===== src/hdl/asv_isqrt.sv =====
// pipelined floor square root, one result bit per stage
module asv_isqrt #(
    parameter int OW = 32,
    parameter int SW = 1
) (
    input  logic            clk,
    input  logic            rst_n,
    input  logic            en,
    input  logic            in_valid,
    input  logic [2*OW-1:0] rad,
    input  logic [SW-1:0]   side_in,
    output logic            out_valid,
    output logic [OW-1:0]   root,
    output logic [SW-1:0]   side_out
);
    logic            valid_reg [OW];
    logic [OW+1:0]   rem_reg   [OW];
    logic [OW-1:0]   root_reg  [OW];
    logic [2*OW-1:0] rad_reg   [OW];
    logic [SW-1:0]   side_reg  [OW];

    for (genvar i = 0; i < OW; i++) begin : g_stage
        logic            pv;
        logic [OW+1:0]   prem;
        logic [OW-1:0]   proot;
        logic [2*OW-1:0] prad;
        logic [SW-1:0]   pside;
        logic [OW+3:0]   rem_sh;
        logic [OW+3:0]   trial;
        logic [OW+3:0]   rem_dif;
        logic            ge;

        if (i == 0) begin : g_first
            assign pv    = in_valid;
            assign prem  = '0;
            assign proot = '0;
            assign prad  = rad;
            assign pside = side_in;
        end
        else begin : g_next
            assign pv    = valid_reg[i-1];
            assign prem  = rem_reg[i-1];
            assign proot = root_reg[i-1];
            assign prad  = rad_reg[i-1];
            assign pside = side_reg[i-1];
        end

        assign rem_sh  = {prem, prad[2*OW-1 -: 2]};
        assign trial   = {2'b00, proot, 2'b01};
        assign rem_dif = rem_sh - trial;
        assign ge      = rem_sh >= trial;

        always_ff @(posedge clk or negedge rst_n)
        begin
            if (!rst_n)
            begin
                valid_reg[i] <= 1'b0;
            end
            else if (en)
            begin
                valid_reg[i] <= pv;
            end
        end

        always_ff @(posedge clk)
        begin
            if (en)
            begin
                rem_reg[i]  <= ge ? rem_dif[OW+1:0] : rem_sh[OW+1:0];
                root_reg[i] <= {proot[OW-2:0], ge};
                rad_reg[i]  <= {prad[2*OW-3:0], 2'b00};
                side_reg[i] <= pside;
            end
        end
    end

    assign out_valid = valid_reg[OW-1];
    assign root      = root_reg[OW-1];
    assign side_out  = side_reg[OW-1];

endmodule


===== config.mk =====
export PLATFORM = sky130hd
export DESIGN_NAME = asv_isqrt
export DESIGN_NICKNAME = d
export VERILOG_FILES = /design/src/hdl/asv_isqrt.sv
export SDC_FILE = /design/constraint.sdc
export NUM_CORES = 2
export LEC_CHECK = 0
export ABC_AREA = 0
export ABC_CLOCK_PERIOD_IN_PS = 3800
export BUFFER_PORTS_ARGS = -buffer_cell sky130_fd_sc_hd__buf_2
export CORE_MARGIN = 3
export CORE_UTILIZATION = 33
export CTS_CLUSTER_DIAMETER = 150
export CTS_CLUSTER_SIZE = 14
export DETAILED_ROUTE_END_ITERATION = 7
export GPL_TIMING_DRIVEN = 0
export MAX_ROUTING_LAYER = met4
export PLACE_DENSITY = 0.53
export SYNTH_ARGS = -nofsm -noshare
export SYNTH_HDL_FRONTEND = slang
export SYNTH_MEMORY_MAX_BITS = 65536
export SYNTH_SLANG_ARGS = --single-unit

===== constraint.sdc =====
create_clock -name clk -period 3.8 [get_ports clk]
set_input_delay 0.57 -clock clk [delete_from_list [all_inputs] [get_ports clk]]
set_output_delay 0.57 -clock clk [all_outputs]
set_load 0.01 [all_outputs]

==> run summary <==
I/O pin total - 103
Maximum buffer depth of the clock tree - 4
Crit Path Category - flop to flop
Vias per cell - 4.91
Max-slew violations - 0
Fillers - 34200
Max incr delay on CP - 0.74 ns
Synth-to-layout area growth - 11.7%
CP max FO - 4
WP data required - 4.40 ns
Critical Path End Type - flop
Critical path origin - rem_reg[0][512]$_DFFE_PP_
All-Layer GR Usage - 13.8%
Ys flop type - edfxtp_1
Arr. time, crit path - 4.32 ns
Total number of vias - 70300
Synth cell count leaders - 2555 x edfxtp_1, 706 x inv_1, 590 x a21oi_1
Average cell area after synthesis - 13.1 um2
Synth top area share - 64.3%
Max_slew headroom - 29.4%
Initial antenna violation count - 1
Dominant cells by area after synthesis - edfxtp_1 64%, ha_1 5.9%, xor2_1 3.1%
Switch Pwr - 22.3 mW
Starting density of the core - 33.2%
Drt first pass iters - 6
CTS root buf - clkbuf_16
Post-route clock period utilization - 97.9%
ANT nets after route - 0
Yosys warnings - 0
Clk_lat worst skew - 0.91 ns
Non-Filler Instances - 14300
Clk pwr share - 26.0%
Worst VDD drop - 0.447 mV
H-tree level count - 4
Yosys top cell by area - edfxtp_1
Internal reg-to-reg setup slack - 0.08 ns
P_int - 52.9 mW
Achievable Freq - 269 MHz
Worst hold path type - primary input to flop
Clock-pin slew on the worst setup and hold paths - 0.07 ns
Max reg flops - 1003
Total gr overflow - 0
First-pass GRT wire length - 399 mm
Design Area, Final - 0.133 mm2
Hpwl dp - 185 mm
CTS Sinks - 2587
Vias in the first global route - 70500
CTS tree - yes
Port Buffer Count - 102
Syn nets - 9742
Crit path top cell by count - a21oi_1
Largest net degree at the start of global routing - 184
Placed cell area - 0.126 mm2
Iter 0 DRT Violations - 5029
Final Wtd Congestion - 0.898
Status - completed
Final min period - 3.72 ns
Chip Height - 607 um
#FFs+latches synth - 2587
Switching Fraction - 29.7%
Worst Reg2Reg Path Length in Cells - 10
Worst path cell trace - ha_1 > a21o_1 > a21oi_1 > a21oi_1 > o311ai_2 > a21oi_1 > nor4_1 > nand2_1 > or2_2 > xnor2_1
Register area share after synthesis - 65.0%
Post-synth EDFFs - 2555
Pwr Density - 565 mW/mm2
Most instantiated library cell after synthesis - edfxtp_1
Sequential cell area - 0.0775 mm2
Die Area - 0.369 mm2
Mapped Cells - 9111
Asr flop ratio synth - 1.24%
Setup Skew - 0.0678 ns
P_leak - 49.7 nW
Count of cell types in the netlist - 84
Worst slew pin tran - 1.05 ns
Cell area after synthesis - 0.119 mm2
RSZ-0062 raised after global routing - yes
Core Region - 0.359 mm2
Crit path launch type - flop
Nets - 10200
Dpl cells - 14000
Cts bufs inserted - 207
Drt wl/cell - 17.9 um
Part of the power in registers - 51.2%
Die width - 607 um
Critical Path Slowest Stage Cell - nor4_1
Hold path start - en
Reg2Reg Capture Point - rem_reg[1][26]$_DFFE_PP_
Logic gate share of total power - 22.8%
# setup viols final - 0
Max-cap violations - 0
Rows - 220
Multi-input gate area - 0.0390 mm2
Number of remaining DRC errors - 0
Critical path endpoint - rem_reg[1][26]$_DFFE_PP_
FF-to-FF Start - rem_reg[0][512]$_DFFE_PP_
Final Hold Vio Count - 0
Share of layout cells above drive strength 1 - 7.28%
Worst hold stages - 1
Final wirelength - 256 mm
-- how the worst min path moves through the flow --
stage | to | slack, ns
after floorplan | g_stage[10].pv$_DFFE_PN0P_ | 0.27
after global placement | side_reg[5][0]$_DFFE_PP_ | 0.40
after detailed placement | rad_reg[10][23]$_DFFE_PP_ | 0.40
after CTS | g_stage[8].pv$_DFFE_PN0P_ | 0.20
after global routing | rad_reg[0][30]$_DFFE_PP_ | 0.26
final | rad_reg[0][30]$_DFFE_PP_ | 0.27
-- worst max-delay path, delay by kind of cell, from the launching register on --
kind	cells	cell delay, ns
and+or+nand+nor	3	1.30
adders and majority gates	1	0.39
DFF	1	0.42
AOI/OAI and AO/OA	5	1.20
xor gates and xnor gates	1	0.12
-- routing by layer --
metal / wire length, um / vias up / track usage, %
met4: 8440 / 0 / 4.24
li1: - / 34500 / -
met5: 0 / - / -
met3: 8170 / 436 / 1.64
met2: 131000 / 1167 / 24.5
met1: 108000 / 34300 / 16.4
-- power by group through the flow --
stage	Clock (mW)	Sequential (mW)	Combinational, mW
floorplan	0	38.0	12.1
global placement	0	40.8	15.5
detailed placement	0	39.2	16.8
CTS	20.7	38.6	17.2
global route	21.6	38.9	19.2
finish	19.6	38.5	17.1
-- cell type report --
type | count | area share (%)
flip-flops and latches | 2587 | 58.2
multi-input cells | 5637 | 29.2
well taps | 4773 | 4.48
clock buffers | 220 | 3.94
inverters | 711 | 2.00
repair buffers | 211 | 1.39
plain buffers | 164 | 0.566
clock inverters | 15 | 0.190
diodes | 2 | 0.00376
-- kinds of logic after synthesis --
logic type               share of synthesized area [%]
AO/OA/AOI/OAI                                     9.26
XOR/XNOR                                          6.25
adder cells (fa/ha/maj)                           5.89
buffers and inverters                             2.80
flip-flops                                        65.0
multiplexers                                      1.18
other                                          0.00314
AND/OR/NAND/NOR                                   9.63
-- timing repair --
action | in CTS | in global routing
resized for setup | 113 | 119
setup buffers | 20 | 5
endpoints found under the hold margin | 99 | 0
hold buffers | 68 | 0
cloned | 0 | 1
endpoints found under the setup margin | 501 | 516
pin swaps | 7 | 4
-- stage by stage --
step                      worst slack (ns)  hold WS [ns]  total power [mW]  util (%)  TNS [ns]
after CTS                          0.00717         0.197              76.5      37.0         0
after detailed placement             -1.51         0.405              56.0      35.1   -569.08
after global routing               -0.0309         0.259              79.7      37.1   -0.0556
after global placement              -39.04         0.400              56.4      35.0         -
after floorplan                      0.316         0.274              50.1         -         0
final                               0.0816         0.272              75.2      37.1         0
-- cells in the final DEF, fill, tap and decap left out, types with 95 or more instances in the layout --
cell / Yosys / routed
edfxtp_1: 2555 / 2555
inv_1: 706 / 705
a21oi_1: 590 / 587
nand2_1: 569 / 568
ha_1: 562 / 562
nor2_1: 543 / 540
xor2_1: 429 / 428
o21ai_0: 442 / 423
xnor2_1: 422 / 420
nor3_1: 240 / 234
a21o_1: 230 / 230
clkbuf_16: 0 / 209
nand3_1: 145 / 144
nor4_1: 127 / 118
nand4_1: 118 / 118
mux2_2: 112 / 112
clkbuf_1: 158 / 109
buf_2: 6 / 108
nand2b_1: 103 / 103
or3_1: 99 / 98
o21a_1: 95 / 95
(Power assumes the default switching activity.)
