File: config.mk
export PLATFORM = sky130hd
export DESIGN_NAME = asv_div
export DESIGN_NICKNAME = d
export VERILOG_FILES = /design/src/hdl/asv_div.sv
export SDC_FILE = /design/constraint.sdc
export NUM_CORES = 2
export LEC_CHECK = 0
export ABC_CLOCK_PERIOD_IN_PS = 3700
export BUFFER_PORTS_ARGS = -buffer_cell sky130_fd_sc_hd__buf_2
export CORE_AREA = 2 2 515 517
export CTS_BUF_LIST = sky130_fd_sc_hd__clkbuf_2
export CTS_CLUSTER_SIZE = 24
export DETAILED_ROUTE_END_ITERATION = 7
export DIE_AREA = 0 0 517 519
export GPL_TIMING_DRIVEN = 0
export PLACE_DENSITY = 0.79
export SYNTH_ARGS = -nofsm -noshare
export SYNTH_HDL_FRONTEND = slang
export SYNTH_SLANG_ARGS = --single-unit
File: constraint.sdc
create_clock -name clk -period 3.7 [get_ports clk]
set_input_delay 0.37 -clock clk [delete_from_list [all_inputs] [get_ports clk]]
set_output_delay 0.37 -clock clk [all_outputs]
set_load 0.05 [all_outputs]
File: src/hdl/asv_div.sv
// pipelined restoring divider, one quotient bit per stage, quotient known to fit DW bits
module asv_div #(
    parameter int DW = 32,
    parameter int SW = 1
) (
    input  logic            clk,
    input  logic            rst_n,
    input  logic            en,
    input  logic            in_valid,
    input  logic [2*DW-1:0] dividend,
    input  logic [DW-1:0]   divisor,
    input  logic [SW-1:0]   side_in,
    output logic            out_valid,
    output logic [DW-1:0]   quotient,
    output logic [SW-1:0]   side_out
);
    logic          valid_reg [DW];
    logic [DW-1:0] rem_reg   [DW];
    logic [DW-1:0] lo_reg    [DW];
    logic [DW-1:0] dvs_reg   [DW];
    logic [SW-1:0] side_reg  [DW];

    for (genvar i = 0; i < DW; i++) begin : g_stage
        logic          pv;
        logic [DW-1:0] prem;
        logic [DW-1:0] plo;
        logic [DW-1:0] pdvs;
        logic [SW-1:0] pside;
        logic [DW:0]   rem2;
        logic [DW:0]   dif;
        logic          ge;

        if (i == 0) begin : g_first
            assign pv    = in_valid;
            assign prem  = dividend[2*DW-1:DW];
            assign plo   = dividend[DW-1:0];
            assign pdvs  = divisor;
            assign pside = side_in;
        end
        else begin : g_next
            assign pv    = valid_reg[i-1];
            assign prem  = rem_reg[i-1];
            assign plo   = lo_reg[i-1];
            assign pdvs  = dvs_reg[i-1];
            assign pside = side_reg[i-1];
        end

        // low dividend bits shift out the top while quotient bits shift in
        assign rem2 = {prem, plo[DW-1]};
        assign dif  = rem2 - {1'b0, pdvs};
        assign ge   = rem2 >= {1'b0, pdvs};

        always_ff @(posedge clk or negedge rst_n)
        begin
            if (!rst_n)
            begin
                valid_reg[i] <= 1'b0;
            end
            else if (en)
            begin
                valid_reg[i] <= pv;
            end
        end

        always_ff @(posedge clk)
        begin
            if (en)
            begin
                rem_reg[i]  <= ge ? dif[DW-1:0] : rem2[DW-1:0];
                lo_reg[i]   <= {plo[DW-2:0], ge};
                dvs_reg[i]  <= pdvs;
                side_reg[i] <= pside;
            end
        end
    end

    assign out_valid = valid_reg[DW-1];
    assign quotient  = lo_reg[DW-1];
    assign side_out  = side_reg[DW-1];

endmodule

==> results.md <==
* Most common cell after layout, fill and taps aside: edfxtp_1
* Nets at ~16k
* Placeable Area at 0.263 sq mm
* H-tree depth at 6
* R2r startpoint: lo_reg[1][127]
* First drt pass iteration count at 6
* WS Path Type: flip-flop to flip-flop
* CP startpoint: lo_reg[1][127]
* Max FFs per register at just over 1k
* Post-route setup slack at -0.275 ns
* Async SR Flop Fraction at 1.04%
* Max-cap violation count at 0
* Largest net degree at the start of global routing at just under 200
* Number of buffers created by CTS at 745
* Vias in the first global route at 107k
* Maximum fanout along the worst path at 7
* CTS tree: built
* First-pass GRT wire length at 608,000 um
* Global-route usage over all layers at between 20 and 30%
* Area Growth Syn to Fin at 15.3%
* Vias per std cell at a little under 6
* Setup TNS at -9.86 ns
* RSZ-0062 raised after global routing: yes
* Setup violations, final at 93
* Synth warn at 0
* Die width at 517 um
* CTS max path bufs at 4
* Number of synthesized flops with an enable pin at roughly 3.0k
* Layout Skew at 0.135 ns
* Highest-delay cell along the critical path: edfxtp_1
* HP Start: divisor[3]
* Failing checks: negative setup slack
* Residual DRC at 0
* Critical path launch point type: flip-flop
* Synth Area per Inst at between 10 and 15 sq um
* Register area share after synthesis at 58.8%
* Layout cell share with drive strength beyond 1 at approximately a fifth
* Rel. slew slack at between 20% and 30%
* WL final at 404,000 um
* #FFs+latches synth at 3,072
* Status: finished, violations left
* Clock tree sinks at 3,072
* CP Capture Type: flip-flop
* Most frequent cells in the layout: edfxtp_1 (3,040), inv_1 (1,271), clkbuf_2 (1,063)
* Initial antenna violation count at 11
* Full die area at 0.268 sq mm
* Clock-pin slew on the worst setup and hold paths at 0.13 ns
* Drt initial violations at approximately 9.4k
* CP Capture Point: rem_reg[0][267]
* Arrival @ worst endpoint at 5.81 ns
* Rows at 189
* Post-Syn Area at about 0.16 sq mm
* Post-synthesis cell type count at 97
* Port bufs at 134
* Critical Path Most Common Cell: o21ai_4
* Fin. Hold Viols at 0
* Clock Root Buffer: clkbuf_2
* RePlAce Congestion at 0.946
* Ys flop type: edfxtp_1
* R2R cell count at 14
* Initial core utilization at 59.5%
* Fmax at 252 MHz
* ANT nets after route at 0
* Critical Path RT at 5.53 ns
* Crit path time final at 3.97 ns
* Final Max Tran Viols at 0
* Hold_ws at 0.0808 ns
* Gr ovfl total at 0
* Least-Margin Pin Slew at 1.16 ns
* Clk_lat worst skew at ~2.2 ns
* Max stage delay on crit path at 0.59 ns
* Cells along the critical path: inv_2 -> ha_4 -> nor2b_2 -> o31a_1 -> o311a_1 -> a41oi_2 -> o21ai_4 -> a31oi_4 -> a21boi_2 -> a221oi_2 -> a21boi_4 -> o21ai_4 -> buf_6 -> mux2_2
* Maximum VDD drop at 0.492 mV
* PwrDens at 866 mW/mm^2
* Wire per inst at 21.8 um
* Crit share post-route at 107%
* Via count at about 110k
* FF-to-FF setup slack at -0.27 ns
* Die Y at around 520 um
* Post-Synthesis Cells at 12.8k
* Mapped Nets at 13.9k
* P_leak at 0.0744 uW
* Min-Delay Path Class: primary input to flip-flop
* R2R Path End: rem_reg[0][267]
* Detailed Place HPWL at 286,000 um
* Boundary pin count at ~140
==> how the worst min path moves through the flow <==
stage                                end  slack (ns)  cells after the start
after floorplan           g_stage[10].pv        0.07                      0
after CTS                  dvs_reg[0][3]       -0.68                      3
final                      dvs_reg[0][3]        0.08                      4
after global routing       dvs_reg[0][2]        0.05                      4
after detailed placement  lo_reg[0][103]        0.40                      0
after global placement     lo_reg[1][36]        0.40                      0
==> critical path, delay by kind of cell, from the launching register on <==
family	cells	cell delay, ns
flip-flops	1	0.59
adder cells (fa/ha/maj)	1	0.17
AO/OA/AOI/OAI	9	2.20
AND/OR/NAND/NOR	1	0.04
buffers and inverters	2	0.40
multiplexers	1	0.30
==> power breakdown <==
| group | internal [uW] | switching, uW |
|---|---|---|
| logic | 34300 | 43200 |
| registers | 50100 | 5610 |
| clock network | 8950 | 14300 |
| total | 93400 | 63100 |
==> routing by layer <==
| layer | share of wire [%] | global-route usage, % |
|---|---|---|
| met5 | 0.029 | 0 |
| met4 | 4.3 | 12.4 |
| met3 | 5.9 | 4.09 |
| met2 | 49 | 49.9 |
| met1 | 40 | 37.5 |
==> logic make-up (layout without fill, tap and decap cells) <==
logic type	count (synthesis)	in the layout	share of synthesized area, %
fa+ha+maj	1055	1055	8.57
buf+inv	1580	3775	3.87
other cells	0	8	0
flops	3072	3072	58.8
mux	521	521	3.72
simple gates	2536	2536	7.69
compound gates	3157	3158	12.6
xor+xnor	852	852	4.76
==> what timing repair did <==
action | 4_1_cts | 5_1_grt
pin swaps | 111 | 184
hold buffers | 408 | 6
endpoints found under the setup margin | 983 | 1124
gates cloned | 9 | 17
endpoints found under the hold margin | 1562 | 139
resized for setup | 521 | 595
buffers inserted | 140 | 154
==> through the flow <==
step                instance area [sq um]  util, %  cells  power [uW]  worst slack (ns)
floorplan                          157000        -  12800      103000             0.260
global placement                   162000     61.4  16400      122000            -43.28
detailed placement                 162000     61.6  16500      123000             -1.72
CTS                                177000     67.2  18300      152000            -0.194
global route                       181000     68.6  18500      166000            -0.368
finish                             181000     68.6  18500      156000            -0.275
==> cells in the mapped netlist, types with 16 or more instances <==
library cell / instances / area share (%)
a31oi_1: 104 / 0.42
nor2b_1: 147 / 0.59
edfxtp_1: 3040 / 58
xnor2_1: 499 / 2.8
fa_1: 31 / 0.40
nand2b_1: 112 / 0.45
mux2i_1: 36 / 0.23
dfrtp_1: 32 / 0.51
o31a_1: 27 / 0.15
nor3_1: 124 / 0.40
a211oi_1: 60 / 0.29
a2111oi_0: 23 / 0.13
ha_1: 1024 / 8.2
o21a_1: 109 / 0.52
clkbuf_1: 216 / 0.52
inv_1: 1288 / 3.1
o21ai_0: 761 / 2.4
o31ai_1: 68 / 0.33
nor4_1: 41 / 0.16
buf_2: 57 / 0.18
o21ai_1: 16 / 0.051
a311oi_1: 16 / 0.089
and2_1: 47 / 0.19
xor2_1: 353 / 2.0
nand3_1: 183 / 0.58
a21boi_0: 37 / 0.18
mux2_2: 479 / 3.4
a21oi_1: 972 / 3.1
a211o_1: 27 / 0.15
or2_2: 39 / 0.16
o211ai_1: 38 / 0.18
o21bai_1: 132 / 0.63
nand2_1: 860 / 2.1
o2111ai_1: 16 / 0.089
nor2_1: 589 / 1.4
a31o_2: 31 / 0.17
a21o_1: 523 / 2.5
or3_1: 35 / 0.14
nand4_1: 172 / 0.69
and4_1: 36 / 0.20
a221o_1: 18 / 0.11
and3_1: 94 / 0.38
a221oi_1: 23 / 0.13
==> cell type report <==
cell class                      count  area, sq um
Antenna cell                        8         20.0
Buffer                            279         1860
Clock buffer                     1043         5220
Clock inverter                    283         1930
Fill cell                       19200        82800
Inverter                         1288         4840
Multi-Input combinational cell   8122        61800
Sequential cell                  3072        92100
Tap cell                         3533         4420
Timing Repair Buffer              882         8500
(Power assumes the default switching activity.)
